===== config.mk =====
export PLATFORM = sky130hd
export DESIGN_NAME = luhn_card_number_classifier_core
export DESIGN_NICKNAME = d
export VERILOG_FILES = /design/src/rtl/lcc_pkg.sv /design/src/rtl/luhn_card_number_classifier_core.sv /design/src/rtl/lcc_bcd_conv.sv /design/src/rtl/lcc_digit_walk.sv
export SDC_FILE = /design/constraint.sdc
export NUM_CORES = 1
export LEC_CHECK = 0
export ABC_AREA = 1
export BUFFER_PORTS_ARGS = -buffer_cell sky130_fd_sc_hd__buf_2
export CAP_MARGIN = 20
export CORE_MARGIN = 2
export CORE_UTILIZATION = 50
export DETAILED_ROUTE_END_ITERATION = 16
export HOLD_SLACK_MARGIN = 0.12
export PLACE_DENSITY = 0.68
export SLEW_MARGIN = 40
export SYNTH_ARGS = -nofsm -noshare
export SYNTH_HDL_FRONTEND = slang
export SYNTH_HIERARCHICAL = 1
export SYNTH_SLANG_ARGS = --single-unit
export TNS_END_PERCENT = 100

===== constraint.sdc =====
create_clock -name clk -period 3.45 [get_ports clk]
set_input_delay 0.345 -clock clk [delete_from_list [all_inputs] [get_ports clk]]
set_output_delay 0.345 -clock clk [all_outputs]
set_load 0.02 [all_outputs]

===== src/rtl/lcc_pkg.sv =====
// ----------------------------------------------------------------------------
// lcc_pkg
// shared types and constants for the luhn card number classifier
// ----------------------------------------------------------------------------
package lcc_pkg;

    localparam int CARD_W     = 63;
    localparam int NUM_DIGITS = 19;
    localparam int BCD_W      = NUM_DIGITS * 4;
    localparam int CNT_W      = 6;
    localparam int COUNT_W    = 5;
    localparam int LEAD_W     = 7;
    localparam int BRAND_W    = 2;

    localparam logic [BRAND_W-1:0] BRAND_INVALID    = 2'd0;
    localparam logic [BRAND_W-1:0] BRAND_AMEX       = 2'd1;
    localparam logic [BRAND_W-1:0] BRAND_VISA       = 2'd2;
    localparam logic [BRAND_W-1:0] BRAND_MASTERCARD = 2'd3;

    typedef enum logic [2:0] {
        ST_IDLE,
        ST_CONV,
        ST_LOAD,
        ST_WALK,
        ST_DONE
    } lcc_state_t;

    typedef struct packed {
        logic conv_load;
        logic conv_shift;
        logic walk_load;
        logic walk_step;
    } lcc_ctrl_t;

    typedef struct packed {
        logic               luhn_ok;
        logic [COUNT_W-1:0] digit_count;
        logic [LEAD_W-1:0]  leading_pair;
    } lcc_walk_res_t;

endpackage


===== src/rtl/luhn_card_number_classifier_core.sv =====
// ----------------------------------------------------------------------------
// luhn_card_number_classifier_core
// luhn check, digit count, leading pair and brand of one card number
//
// channel   ports                                            handshake
// input     card_number                                      start, busy
// result    brand, luhn_ok, digit_count, leading_pair        done
//
// a transaction is taken when start is high and busy is low
// busy stays high through the bit-serial bcd conversion, the load of the digits,
// the digit walk and the step that forms the result
// done pulses for one cycle with the result, in the first cycle with busy low
// the receiver cannot stall; reset clears the sequencer and the strobe
// ----------------------------------------------------------------------------
module luhn_card_number_classifier_core
(
    input  logic                            clk,
    input  logic                            rst_n,
    input  logic                            start,
    output logic                            busy,
    input  logic [lcc_pkg::CARD_W-1:0]      card_number,
    output logic                            done,
    output logic [lcc_pkg::BRAND_W-1:0]     brand,
    output logic                            luhn_ok,
    output logic [lcc_pkg::COUNT_W-1:0]     digit_count,
    output logic [lcc_pkg::LEAD_W-1:0]      leading_pair
);

    localparam logic [lcc_pkg::CNT_W-1:0] CONV_LAST = lcc_pkg::CNT_W'(lcc_pkg::CARD_W - 1);
    localparam logic [lcc_pkg::CNT_W-1:0] WALK_LAST =
        lcc_pkg::CNT_W'(lcc_pkg::NUM_DIGITS - 1);

    lcc_pkg::lcc_state_t          state_reg;
    lcc_pkg::lcc_state_t          state_next;
    logic [lcc_pkg::CNT_W-1:0]    cnt_reg;
    logic [lcc_pkg::CNT_W-1:0]    cnt_next;
    logic                         done_reg;
    logic                         done_next;
    logic [lcc_pkg::BRAND_W-1:0]  brand_reg;
    logic                         luhn_ok_reg;
    logic [lcc_pkg::COUNT_W-1:0]  count_reg;
    logic [lcc_pkg::LEAD_W-1:0]   lead_reg;
    logic [lcc_pkg::BRAND_W-1:0]  brand_calc;

    lcc_pkg::lcc_ctrl_t           ctrl;
    lcc_pkg::lcc_walk_res_t       walk_res;
    logic [lcc_pkg::BCD_W-1:0]    bcd;

    logic                         accept;

    assign accept = start && (state_reg == lcc_pkg::ST_IDLE);

    lcc_bcd_conv u_conv
    (
        .clk         (clk),
        .ctrl        (ctrl),
        .card_number (card_number),
        .bcd         (bcd)
    );

    lcc_digit_walk u_walk
    (
        .clk   (clk),
        .rst_n (rst_n),
        .ctrl  (ctrl),
        .bcd   (bcd),
        .res   (walk_res)
    );

    // next state
    always_comb
    begin
        state_next = state_reg;
        cnt_next   = cnt_reg;
        unique case (state_reg)
            lcc_pkg::ST_IDLE:
            begin
                cnt_next = '0;
                if (accept)
                    state_next = lcc_pkg::ST_CONV;
            end
            lcc_pkg::ST_CONV:
            begin
                cnt_next = cnt_reg + 1'b1;
                if (cnt_reg == CONV_LAST)
                begin
                    state_next = lcc_pkg::ST_LOAD;
                    cnt_next   = '0;
                end
            end
            lcc_pkg::ST_LOAD:
            begin
                state_next = lcc_pkg::ST_WALK;
            end
            lcc_pkg::ST_WALK:
            begin
                cnt_next = cnt_reg + 1'b1;
                if (cnt_reg == WALK_LAST)
                begin
                    state_next = lcc_pkg::ST_DONE;
                    cnt_next   = '0;
                end
            end
            lcc_pkg::ST_DONE:
            begin
                state_next = lcc_pkg::ST_IDLE;
            end
            default:
            begin
                state_next = lcc_pkg::ST_IDLE;
                cnt_next   = '0;
            end
        endcase
    end

    // outputs of the sequencer
    always_comb
    begin
        ctrl      = '0;
        done_next = 1'b0;
        unique case (state_reg)
            lcc_pkg::ST_IDLE: ctrl.conv_load  = accept;
            lcc_pkg::ST_CONV: ctrl.conv_shift = 1'b1;
            lcc_pkg::ST_LOAD: ctrl.walk_load  = 1'b1;
            lcc_pkg::ST_WALK: ctrl.walk_step  = 1'b1;
            lcc_pkg::ST_DONE: done_next       = 1'b1;
            default:          ctrl            = '0;
        endcase
    end

    // brand rules in priority order
    always_comb
    begin
        priority if (!walk_res.luhn_ok)
            brand_calc = lcc_pkg::BRAND_INVALID;
        else if (walk_res.digit_count == 5'd15 &&
                 (walk_res.leading_pair == 7'd34 || walk_res.leading_pair == 7'd37))
            brand_calc = lcc_pkg::BRAND_AMEX;
        else if ((walk_res.digit_count == 5'd13 || walk_res.digit_count == 5'd16) &&
                 walk_res.leading_pair >= 7'd40 && walk_res.leading_pair <= 7'd49)
            brand_calc = lcc_pkg::BRAND_VISA;
        else if (walk_res.digit_count == 5'd16 &&
                 walk_res.leading_pair >= 7'd51 && walk_res.leading_pair <= 7'd55)
            brand_calc = lcc_pkg::BRAND_MASTERCARD;
        else
            brand_calc = lcc_pkg::BRAND_INVALID;
    end

    always_ff @(posedge clk or negedge rst_n)
    begin
        if (!rst_n)
        begin
            state_reg <= lcc_pkg::ST_IDLE;
            cnt_reg   <= '0;
            done_reg  <= 1'b0;
        end
        else
        begin
            state_reg <= state_next;
            cnt_reg   <= cnt_next;
            done_reg  <= done_next;
        end
    end

    always_ff @(posedge clk)
    begin
        if (done_next)
        begin
            brand_reg   <= brand_calc;
            luhn_ok_reg <= walk_res.luhn_ok;
            count_reg   <= walk_res.digit_count;
            lead_reg    <= walk_res.leading_pair;
        end
    end

    assign busy         = (state_reg != lcc_pkg::ST_IDLE);
    assign done         = done_reg;
    assign brand        = brand_reg;
    assign luhn_ok      = luhn_ok_reg;
    assign digit_count  = count_reg;
    assign leading_pair = lead_reg;

    // result strobe only follows the final sequencer step
    assert property (@(posedge clk) disable iff (!rst_n)
        done |-> $past(state_reg == lcc_pkg::ST_DONE))
        else $error("done without finishing step");

    // busy only rises on an accepted transaction
    assert property (@(posedge clk) disable iff (!rst_n)
        $rose(busy) |-> $past(start))
        else $error("busy rose without start");

    // a branded result must have passed the luhn check
    assert property (@(posedge clk) disable iff (!rst_n)
        done && (brand != lcc_pkg::BRAND_INVALID) |-> luhn_ok)
        else $error("brand given on luhn failure");

    // digit count stays within the range of a 63-bit number
    assert property (@(posedge clk) disable iff (!rst_n)
        done |-> (digit_count <= 5'd19))
        else $error("digit count out of range");

    // conversion always hands over to the digit load
    assert property (@(posedge clk) disable iff (!rst_n)
        (state_reg == lcc_pkg::ST_CONV) && (cnt_reg == CONV_LAST) |=>
        (state_reg == lcc_pkg::ST_LOAD))
        else $error("conversion did not end in load");

endmodule


===== src/rtl/lcc_bcd_conv.sv =====
// ----------------------------------------------------------------------------
// lcc_bcd_conv
// shift-and-add-3 binary to bcd converter, one input bit per cycle
// ----------------------------------------------------------------------------
module lcc_bcd_conv
(
    input  logic                          clk,
    input  lcc_pkg::lcc_ctrl_t            ctrl,
    input  logic [lcc_pkg::CARD_W-1:0]    card_number,
    output logic [lcc_pkg::BCD_W-1:0]     bcd
);

    logic [lcc_pkg::CARD_W-1:0] bin_reg;
    logic [lcc_pkg::CARD_W-1:0] bin_next;
    logic [lcc_pkg::BCD_W-1:0]  bcd_reg;
    logic [lcc_pkg::BCD_W-1:0]  bcd_next;
    logic [lcc_pkg::BCD_W-1:0]  bcd_adj;

    // add 3 to every digit of five or more, then shift in the next bit
    always_comb
    begin
        logic [3:0] dig;
        for (int i = 0; i < lcc_pkg::NUM_DIGITS; i++)
        begin
            dig = bcd_reg[i*4 +: 4];
            bcd_adj[i*4 +: 4] = (dig >= 4'd5) ? dig + 4'd3 : dig;
        end
    end

    always_comb
    begin
        bin_next = bin_reg;
        bcd_next = bcd_reg;
        if (ctrl.conv_load)
        begin
            bin_next = card_number;
            bcd_next = '0;
        end
        else if (ctrl.conv_shift)
        begin
            bin_next = {bin_reg[lcc_pkg::CARD_W-2:0], 1'b0};
            bcd_next = {bcd_adj[lcc_pkg::BCD_W-2:0], bin_reg[lcc_pkg::CARD_W-1]};
        end
    end

    always_ff @(posedge clk)
    begin
        bin_reg <= bin_next;
        bcd_reg <= bcd_next;
    end

    assign bcd = bcd_reg;

endmodule


===== src/rtl/lcc_digit_walk.sv =====
// ----------------------------------------------------------------------------
// lcc_digit_walk
// walks bcd digits from the low end: luhn sum mod 10, digit count, lead pair
// ----------------------------------------------------------------------------
module lcc_digit_walk
(
    input  logic                          clk,
    input  logic                          rst_n,
    input  lcc_pkg::lcc_ctrl_t            ctrl,
    input  logic [lcc_pkg::BCD_W-1:0]     bcd,
    output lcc_pkg::lcc_walk_res_t        res
);

    logic [lcc_pkg::BCD_W-1:0]   dig_reg;
    logic [lcc_pkg::BCD_W-1:0]   dig_next;
    logic [lcc_pkg::COUNT_W-1:0] idx_reg;
    logic [lcc_pkg::COUNT_W-1:0] idx_next;
    logic [3:0]                  sum_reg;
    logic [3:0]                  sum_next;
    logic [lcc_pkg::COUNT_W-1:0] count_reg;
    logic [lcc_pkg::COUNT_W-1:0] count_next;
    logic [lcc_pkg::LEAD_W-1:0]  lead_reg;
    logic [lcc_pkg::LEAD_W-1:0]  lead_next;
    logic [3:0]                  prev_reg;
    logic [3:0]                  prev_next;

    logic [3:0]                  d;
    logic [3:0]                  dv;
    logic [4:0]                  sum_add;
    logic [lcc_pkg::LEAD_W-1:0]  d_ext;

    function automatic logic [3:0] luhn_double(input logic [3:0] x);
        logic [4:0] t;
        t = {x, 1'b0};
        return (t > 5'd9) ? 4'(t - 5'd9) : t[3:0];
    endfunction

    assign d       = dig_reg[3:0];
    assign dv      = idx_reg[0] ? luhn_double(d) : d;
    assign sum_add = {1'b0, sum_reg} + {1'b0, dv};
    assign d_ext   = {3'b000, d};

    always_comb
    begin
        dig_next   = dig_reg;
        idx_next   = idx_reg;
        sum_next   = sum_reg;
        count_next = count_reg;
        lead_next  = lead_reg;
        prev_next  = prev_reg;
        if (ctrl.walk_load)
        begin
            dig_next   = bcd;
            idx_next   = '0;
            sum_next   = '0;
            count_next = '0;
            lead_next  = '0;
            prev_next  = '0;
        end
        else if (ctrl.walk_step)
        begin
            dig_next  = {4'b0000, dig_reg[lcc_pkg::BCD_W-1:4]};
            idx_next  = idx_reg + 1'b1;
            sum_next  = (sum_add >= 5'd10) ? 4'(sum_add - 5'd10) : sum_add[3:0];
            prev_next = d;
            // a nonzero digit is the highest one seen so far
            if (d != 4'd0)
            begin
                count_next = idx_reg + 1'b1;
                if (idx_reg == '0)
                    lead_next = d_ext;
                else
                    lead_next = (d_ext << 3) + (d_ext << 1) + {3'b000, prev_reg};
            end
        end
    end

    always_ff @(posedge clk or negedge rst_n)
    begin
        if (!rst_n)
        begin
            idx_reg <= '0;
        end
        else
        begin
            idx_reg <= idx_next;
        end
    end

    always_ff @(posedge clk)
    begin
        dig_reg   <= dig_next;
        sum_reg   <= sum_next;
        count_reg <= count_next;
        lead_reg  <= lead_next;
        prev_reg  <= prev_next;
    end

    assign res.luhn_ok      = (sum_reg == 4'd0);
    assign res.digit_count  = count_reg;
    assign res.leading_pair = lead_reg;

endmodule

After elaboration in Yosys (flattened, before gate mapping)
Cells that the tools add are included.
Widths: inputs -> output; s select.

word-level totals
  output and inout port bits = 17
  bits of input ports = 66
  logic and storage cells = 145
  register bits after elaboration = 265

cells by class
  equal/unequal tests = 14
  magnitude comparators = 25
  mux-type cells = 44
  bitwise operators = 1
  reductions and logical operators = 19
  $add $sub $neg = 26

operators by type and width
  cell                 count
  $mux 76              2
  $mux 63              2
  $mux 4               21
  $ge 4x3->1 const B   19
  $add 4x2->4 const B  18
  $pmux 6 s3           1
  $eq 7x6->1 const B   2
  $ge 7x6->1 const B   2
  $le 7x6->1 const B   2
  $mux 3               4
  $mux 6               2
  $pmux 3 s4           1
  $eq 5x4->1 const B   2
  $mux 5               2
  $sub 4x4->4 const B  2
  $add 7x4->7          1
  $add 7x5->7          1
  $mux 7               1
  $add 6x1->6 const B  1
  $eq 3x2->1 const B   2
  $eq 6x5->1 const B   1
  $eq 6x6->1 const B   1
  $logic_and 1x1->1    6
  $mux 1               6
  21 further kinds     27

Depth between registers and ports, before layout
Gate-level depths: netlist (run 1).

  depth in word-level cells = 6
  depth in mapped cells = 19

By module
Netlist (run 1), hierarchy kept.

by module, submodules not included
  module                            times used  sequential area each (um2)  cells an instance  area an instance (um2)
  lcc_bcd_conv                      1           3413.3                      953                7046.8
  lcc_digit_walk                    1           2807.7                      513                4712.0
  luhn_card_number_classifier_core  1           700.7                       135                1231.2

Least setup slack after synthesis (run 1)
No wires, ideal clock.

  path kind = flip-flop to flip-flop
  start point = reg state_reg[0]
  end point = reg u_conv/bin_reg[0] (netlist bit), enable pin
  cell stages (with the launch flop) = 8
  data required time = 3.032 ns
  data arrival time = 2.591 ns
  path slack = 0.441 ns
  buffers on the path = 2
  clock period less this slack = 3.009 ns
  path through = dfrtp_1 > nor2_1 > nand2_1 > nor2_1 > buf_2 > nor2_1 > buf_4 > inv_1

RTL lines
  what                      line                                     source
  start: declaration        luhn_card_number_classifier_core.sv:33   lcc_pkg::lcc_state_t state_reg;
  start signal: assignment  luhn_card_number_classifier_core.sv:153  state_reg <= lcc_pkg::ST_IDLE;
  start signal: assignment  luhn_card_number_classifier_core.sv:159  state_reg <= state_next;
  end signal: assignment    lcc_bcd_conv.sv:48                       bin_reg <= bin_next;
  end: declaration          lcc_bcd_conv.sv:13                       logic [lcc_pkg::CARD_W-1:0] bin_reg;

Worst setup path after layout (run 1)
  start point = reg u_walk/dig_reg[0] (netlist bit)
  end point = reg u_walk.sum_reg[1]

between the ends
  cells in the longest elaborated chain, start to end = 6
  elaborated cells between the ends (all ways) = 8
  those cells by class = add/sub: 3; order compare: 2; mux: 3

ends and longest elaborated chain
  what                                       line                  source
  start: declaration                         lcc_digit_walk.sv:14  logic [lcc_pkg::BCD_W-1:0] dig_reg;
  start signal: assignment                   lcc_digit_walk.sv:92  dig_reg <= dig_next;
  $sub 4x4->4 or $gt 5x4->1 (tied branches)  lcc_digit_walk.sv:35  return (t > 5'd9) ? 4'(t - 5'd9) : t[3:0];
  $mux 4                                     lcc_digit_walk.sv:35
  $mux 4 (*)                                 lcc_digit_walk.sv:39  assign dv = idx_reg[0] ? luhn_double(d) : d;
  $add 4x4->5 (*)                            lcc_digit_walk.sv:40  assign sum_add = {1'b0, sum_reg} + {1'b0, dv};
  $sub 4x4->4 or $ge 5x4->1 (tied branches)  lcc_digit_walk.sv:64  sum_next = (sum_add >= 5'd10) ? 4'(sum_add - 5'd10) : sum_add[3:0];
  $mux 4 (*)                                 lcc_digit_walk.sv:64
  end signal: assignment                     lcc_digit_walk.sv:93  sum_reg <= sum_next;
  end: declaration                           lcc_digit_walk.sv:18  logic [3:0] sum_reg;

Every way passes the cells marked *; elsewhere a longest branch is shown, timed or not.
A chain may end at the register's enable or synchronous reset.

==> key figures, run 1 <==
Final layout
  • Register Area: between 0.006 and 0.007 mm2
  • Area delta synth->final: 17.5%
  • Layout fillers: roughly 2200
  • Nets@finish: roughly 1900
  • ANT cells: 0
  • Layout cells sized above 1: 0.0958
  • Area of the multi-input gates: about 0.0053 mm2

Logic synthesis
  • Async S/R FF share, synth: 0.0566
  • Post-synth EDFFs: 154
  • Yosys top cell area share: 0.356
  • Post-Syn Area per Cell: a little over 8 um2
  • Top-count cell post-synth: nand2_1
  • Commonest cells post-synth: nand2_1 (783), edfxtp_1 (154), nand3_1 (153)
  • Synth warn: 6
  • Synth Instances: about 1600
  • Top cells by area, synth: edfxtp_1 (36%), nand2_1 (23%), dfxtp_1 (15%)
  • Synth Flop Type: edfxtp_1
  • Synthesized flop and latch total: between 200 and 300
  • Synth Cell Area: around 0.013 mm2
  • Seq/Total Area, Yosys: 0.533
  • Yosys top cell by area: edfxtp_1
  • Syn Nets: about 1700
  • Netlist cell types: 40

Timing
  • Pins Over Slew Limit: 0
  • Final Hold Vio Count: 0
  • Fin Setup TNS: 0 ns
  • Worst slew pin tran: 0.675 ns
  • Final setup vio count: 0
  • Minimum clock period: a little over 3 ns
  • Skew final: between 0.007 and 0.008 ns
  • Worst slew margin: 0.550
  • Final hold slack: ~0.22 ns
  • Final setup margin: 0.359 ns
  • Final period util: 0.896
  • RSZ-0062 raised after global routing: no
  • Fmax: about 320 MHz

Clocking
  • Root buffer cell: clkbuf_16
  • CTS tree: built
  • Clock buffer depth: 3
  • Worst-skew pair later-pin latency: about 0.54 ns
  • Clk slew on worst S/H paths: approximately 0.06 ns
  • H-tree levels: 1
  • Clk sinks: roughly 270
  • Num CTS Buffers: 29

Global routing
  • Global-route wire length before repair: 45.7 mm
  • Initial antenna violation count: 0
  • GRT met1 Usage: 0.260
  • Vias in the first global route: a little under 10000
  • Global routing's busiest layer: met2
  • Total GRT Usage: 0.202
  • GRT Residual Overflow: 0
  • Routing usage on met2: 0.363
  • Largest net degree at the start of global routing: 83
  • Met3 Usage GRT: 0.0290

Die
  • # IOs: 83
  • Die Ht: roughly 170 um
  • Initial Utilization: 0.513
  • DIE WIDTH: ~170 um
  • Die Area: 0.0273 mm2
  • Site Rows: slightly below 60
  • Core outline area: about 0.025 mm2

Setup path
  • CP required: 3.89 ns
  • Worst setup EP type: flop
  • Startpoint Class: flop
  • Worst-path maximum fanout: 5
  • WP data arrival: between 3 and 4 ns
  • Crit Path Category: flop to flop

Drt
  • DR vias/cell: about 5.0
  • Drt drc: 0
  • Routed WL: between 20 and 30 mm
  • First-pass detailed-route iteration total: 5
  • DR WL/cell: approximately 13 um
  • 1st-iter DRT viols: approximately 640
  • Vias: 10500
  • Final ANT Viol Nets: 0

Run
  • Max Cap Viol: 0

Status
  • Status: finished, final reports clean

Power and ir drop
  • Pwr dens: roughly 870 mW/mm2
  • LEAKAGE: around 0.0073 uW
  • Maximum vdd ir drop: slightly above 500 uV

Placement
  • Global placement routability congestion: 0.831
  • Port Buf Inserts: between 80 and 90
  • Setup WS pre-CTS: 0.406 ns
  • Detail Placement HPWL: 16.5 mm

Worst hold path
  • Tightest Hold Check Type: primary input to flop
==> where the power goes <==
group | switching, uW | internal (uW)
registers | 487 | 5090
clock network | 1220 | 1680
logic | 3250 | 1490
==> worst max-delay path, cell delays in order, from the launching register on <==
cell	delay, ns
edfxtp_1	0.46
inv_1	0.12
ha_1	0.24
or2_4	0.26
nand2_2	0.09
nand2_1	0.05
o21ai_0	0.08
ha_1	0.23
inv_1	0.07
fa_1	0.40
inv_1	0.07
nand2_1	0.06
and2_1	0.17
ha_1	0.24
nand2_1	0.08
nand3_1	0.10
nand2_1	0.10
nand2_1	0.06
nand3_1	0.06
nand2_1	0.05
==> stage by stage <==
stage	total power [uW]	std cells	cell area [um2]	utilization
finish	13200	2094	15300	0.603
global route	14200	2094	15300	0.603
CTS	13300	2094	15300	0.602
detailed placement	10300	1976	13700	0.542
global placement	10200	1976	13700	0.542
floorplan	8990	1601	13000	-
==> logic make-up after synthesis <==
group                    after synthesis  synth area share
AO/OA/AOI/OAI                         94            0.0401
flip-flops                           265             0.533
adder cells (fa/ha/maj)               58            0.0576
AND/OR/NAND/NOR                      991             0.308
buffers and inverters                187            0.0575
XOR/XNOR                               6           0.00405
==> cell type report <==
class / count / share of cell area
inverters: 138 / 0.0339
multi-input cells: 1149 / 0.350
flip-flops and latches: 265 / 0.453
clock buffers: 46 / 0.0530
repair buffers: 158 / 0.0785
well taps: 330 / 0.0271
clock inverters: 8 / 0.00434
==> metal layers <==
layer  vias to the layer above  routed length, um
met5                         -                  0
met1                      4867              12200
met4                         0                352
met3                        32               1210
met2                       200              13400
li1                       5418                  -
==> path summary, 6_finish.rpt <==
path	cells after the start	slack [ns]	to	start
max	19	0.36	u_walk/sum_reg[1]	u_walk/dig_reg[0]
min	5	0.22	state_reg[0]	start
min reg2reg	0	0.46	leading_pair[6]	u_walk/lead_reg[6]
min in group asynchronous	2	0.25	cnt_reg[3]	rst_n
max in group asynchronous	2	2.93	u_walk/idx_reg[3]	rst_n
max reg2reg	19	0.36	u_walk/sum_reg[1]	u_walk/dig_reg[0]
==> layout by cell type (no fill, tap or decap), types with 2 or more instances in the layout <==
master	synthesis	final
o21ai_2	3	3
buf_12	0	4
nand3b_1	2	2
a31oi_1	2	2
o21ai_1	13	13
clkinv_1	1	3
inv_2	10	12
and2_1	2	2
nand2_2	6	6
clkbuf_1	20	15
a21oi_1	27	27
or2_4	2	2
buf_2	14	82
clkbuf_16	0	29
nand4_1	2	2
nor2_4	1	3
nor2_1	29	27
buf_4	5	6
dfxtp_1	96	96
nand3_1	153	153
clkbuf_8	0	2
nor2_2	4	4
clkinv_2	0	4
xor2_1	5	5
o21ai_0	40	40
or2_2	4	4
fa_1	3	3
dlygate4sd3_1	0	64
o21ai_4	2	2
inv_1	127	125
buf_6	1	2
nand2_1	783	783
dfrtp_1	15	15
edfxtp_1	154	154
ha_1	55	55
o22ai_1	4	4
==> what timing repair did <==
| action | CTS | global route |
|---|---|---|
| setup buffers | 0 | 0 |
| hold endpoints to repair | 78 | 0 |
| resized for setup | 0 | 0 |
| hold buffers | 64 | 0 |
No activity file was read; power rests on OpenSTA's default activity.
==> run 2, diff against run 1 <==
RECOVER_POWER = 25   (was default)
==> key figures, run 2 (same netlist as run 1, synthesis figures left out) <==
Setup path
  • Worst-path maximum fanout: 5 (unchanged)
  • WP data arrival: 3.53 ns (about the same)
  • R2R Setup Slk: 0.37 ns (about the same)
  • Startpoint Class: flop
  • R2R cell count: 19 (unchanged)
  • Crit Path Category: flop to flop
  • Crit Reg-Reg Endpoint: u_walk/sum_reg[2]
  • CP required: 3.89 ns (about the same)
  • Worst setup EP type: flop
  • RR Startpoint: u_walk/dig_reg[0]

Timing
  • Minimum clock period: 3.08 ns (-0.00843 ns)
  • RSZ-0062 raised after global routing: no
  • Worst slew margin: -0.0862 (-0.636)
  • Pins Over Slew Limit: 80 (+80)
  • Fmax: 324 MHz (+0.27%)
  • Final setup vio count: 0 (unchanged)
  • Fin Setup TNS: 0 ns (unchanged)
  • Worst slew pin tran: 1.63 ns (+0.954 ns)
  • Final Hold Vio Count: 0 (unchanged)
  • Final period util: 0.894 (-0.00244)
  • Skew final: 0.00829 ns (+0.000537 ns)

Power and ir drop
  • Switch Pwr: 4920 uW (-0.86%)
  • Clk pwr share: 0.220 (about the same)
  • Seq pwr share: 0.424 (+0.002)
  • Power share of the combinational group: 0.356 (-0.003)
  • Net Sw Frac: 0.375 (-0.000856)
  • Int Pwr: 8210 uW (-0.50%)
  • LEAKAGE: 0.00719 uW (-0.81%)
  • Pwr dens: 865 mW/mm2 (-0.11%)
  • Maximum vdd ir drop: 506 uV (-0.39%)

Clocking
  • Root buffer cell: clkbuf_16
  • Clk slew on worst S/H paths: 0.06 ns (about the same)
  • Num CTS Buffers: 29 (unchanged)
  • CTS tree: built
  • Clk sinks: 265 (unchanged)
  • Resized Gates After CTS: 0 (unchanged)
  • H-tree levels: 1 (unchanged)
  • Worst-skew pair later-pin latency: 0.54 ns (about the same)
  • Clock buffer depth: 3 (unchanged)
  • Post CTS Setup Buffer Count: 0 (unchanged)

Worst hold path
  • Tightest Hold Check Type: primary input to flop
  • Worst hold start: start
  • Cell count of the worst hold path: 5 (unchanged)
  • Min-Delay Endpoint: state_reg[0]

Die
  • DIE WIDTH: 165 um (unchanged)
  • Die Area: 0.0273 mm2 (unchanged)
  • Core outline area: 0.0253 mm2 (unchanged)
  • Initial Utilization: 0.513 (unchanged)
  • # IOs: 83 (unchanged)
  • Die Ht: 165 um (unchanged)
  • Site Rows: 58 (unchanged)

Final layout
  • Post-layout util: 0.599 (-0.00316)
  • Most frequent cells in the layout: nand2_1 (786), edfxtp_1 (154), nand3_1 (153)
  • Layout fillers: 2200 (+0.96%)
  • Most common cell after layout, fill and taps aside: nand2_1
  • ANT cells: 0 (unchanged)
  • Layout cells sized above 1: 0.0771 (-0.0187)
  • Nets@finish: 1865 (unchanged)
  • Area delta synth->final: 16.9%

Global routing
  • Largest net degree at the start of global routing: 83 (unchanged)
  • Vias in the first global route: 9914 (unchanged)
  • Global-route wire length before repair: 45.7 mm (unchanged)
  • GRT Residual Overflow: 0 (unchanged)
  • Initial antenna violation count: 0 (unchanged)
  • Total GRT Usage: 0.202 (unchanged)

Placement
  • Port Buf Inserts: 82 (unchanged)
  • Detail Placement HPWL: 16.5 mm (unchanged)
  • Global placement routability congestion: 0.831 (unchanged)

Drt
  • Routed WL: 27.2 mm (about the same)
  • 1st-iter DRT viols: 636 (-0.93%)
  • DR WL/cell: 13.0 um (about the same)
  • DR vias/cell: 5.03 (+0.21%)
  • Drt drc: 0 (unchanged)
  • First-pass detailed-route iteration total: 5 (unchanged)
  • Vias: 10500 (+0.21%)
  • Final ANT Viol Nets: 0 (unchanged)

Run
  • Max Cap Viol: 1 (+1)

Status
  • Failing checks: capacitance limit, slew limit
  • Status: finished, violations left
## run 2: cell count changes in the layout (fill, tap and decap cells not counted), sizes merged
| cell | delta |
|---|---|
| clkbuf | +20 |
| buf | -20 |
## run 2: worst max-delay path, stage by stage (launching register included)
cell,delay [ns]
edfxtp_1,0.46
inv_1,0.12
ha_1,0.24
or2_4,0.26
nand2_2,0.09
nand2_1,0.05
o21ai_0,0.08
ha_1,0.23
inv_1,0.07
fa_1,0.41
inv_1,0.07
nand2_1,0.06
and2_1,0.17
ha_1,0.24
nand2_1,0.08
nand3_1,0.10
nand2_1,0.10
nand2_1,0.05
nand3_1,0.06
nand2_1,0.05
## run 2: routing by layer
layer  track usage  wire length (um)  up-vias
met5             0                 0        -
met4        0.0443               346        0
met3        0.0290              1110       30
met2         0.363             13400      191
met1         0.260             12400     4904
li1              -                 -     5414
## run 2: worst max-delay path by stage
stage / end / depth (start not counted) / startpoint / slack [ns]
after floorplan: u_conv/bin_reg[0] / 7 / state_reg[0] / 0.44
after global placement: u_walk/sum_reg[2] / 19 / u_walk/dig_reg[0] / 0.52
after detailed placement: u_walk/sum_reg[2] / 19 / u_walk/dig_reg[0] / 0.41
after CTS: u_walk/sum_reg[2] / 19 / u_walk/dig_reg[0] / 0.37
after global routing: u_walk/sum_reg[1] / 19 / u_walk/dig_reg[0] / 0.13
final: u_walk/sum_reg[2] / 19 / u_walk/dig_reg[0] / 0.37
## run 2: layout make-up
class	instances	area, um2	area share
sequential	265	6920	0.456
multi-input combinational	1149	5290	0.348
timing repair buffer	158	1160	0.0766
clock buffer	46	810	0.0533
inverter	138	518	0.0341
tap	330	413	0.0272
clock inverter	8	66.3	0.00437
## run 2: repair_timing
| item | CTS | global route |
|---|---|---|
| endpoints found under the setup margin | 0 | 0 |
| endpoints found under the hold margin | 78 | 0 |
| hold buffers | 64 | 0 |
## run 2: through the flow
step	cells	worst slack [ns]	hold slack [ns]	area [um2]	power, uW
CTS	2094	0.375	0.206	15300	13300
finish	2094	0.367	0.225	15200	13100
detailed placement	1976	0.406	0.279	13700	10300
global route	2094	0.127	0.230	15200	14100
floorplan	1601	0.441	0.0494	13000	8990
global placement	1976	0.523	0.284	13700	10200
## run 2: power groups by stage
stage / clock network (uW) / logic, uW / registers [uW]
floorplan: 0 / 3460 / 5540
finish: 2890 / 4670 / 5570
detailed placement: 0 / 4710 / 5620
CTS: 2950 / 4780 / 5580
global route: 3090 / 5340 / 5700
global placement: 0 / 4570 / 5600
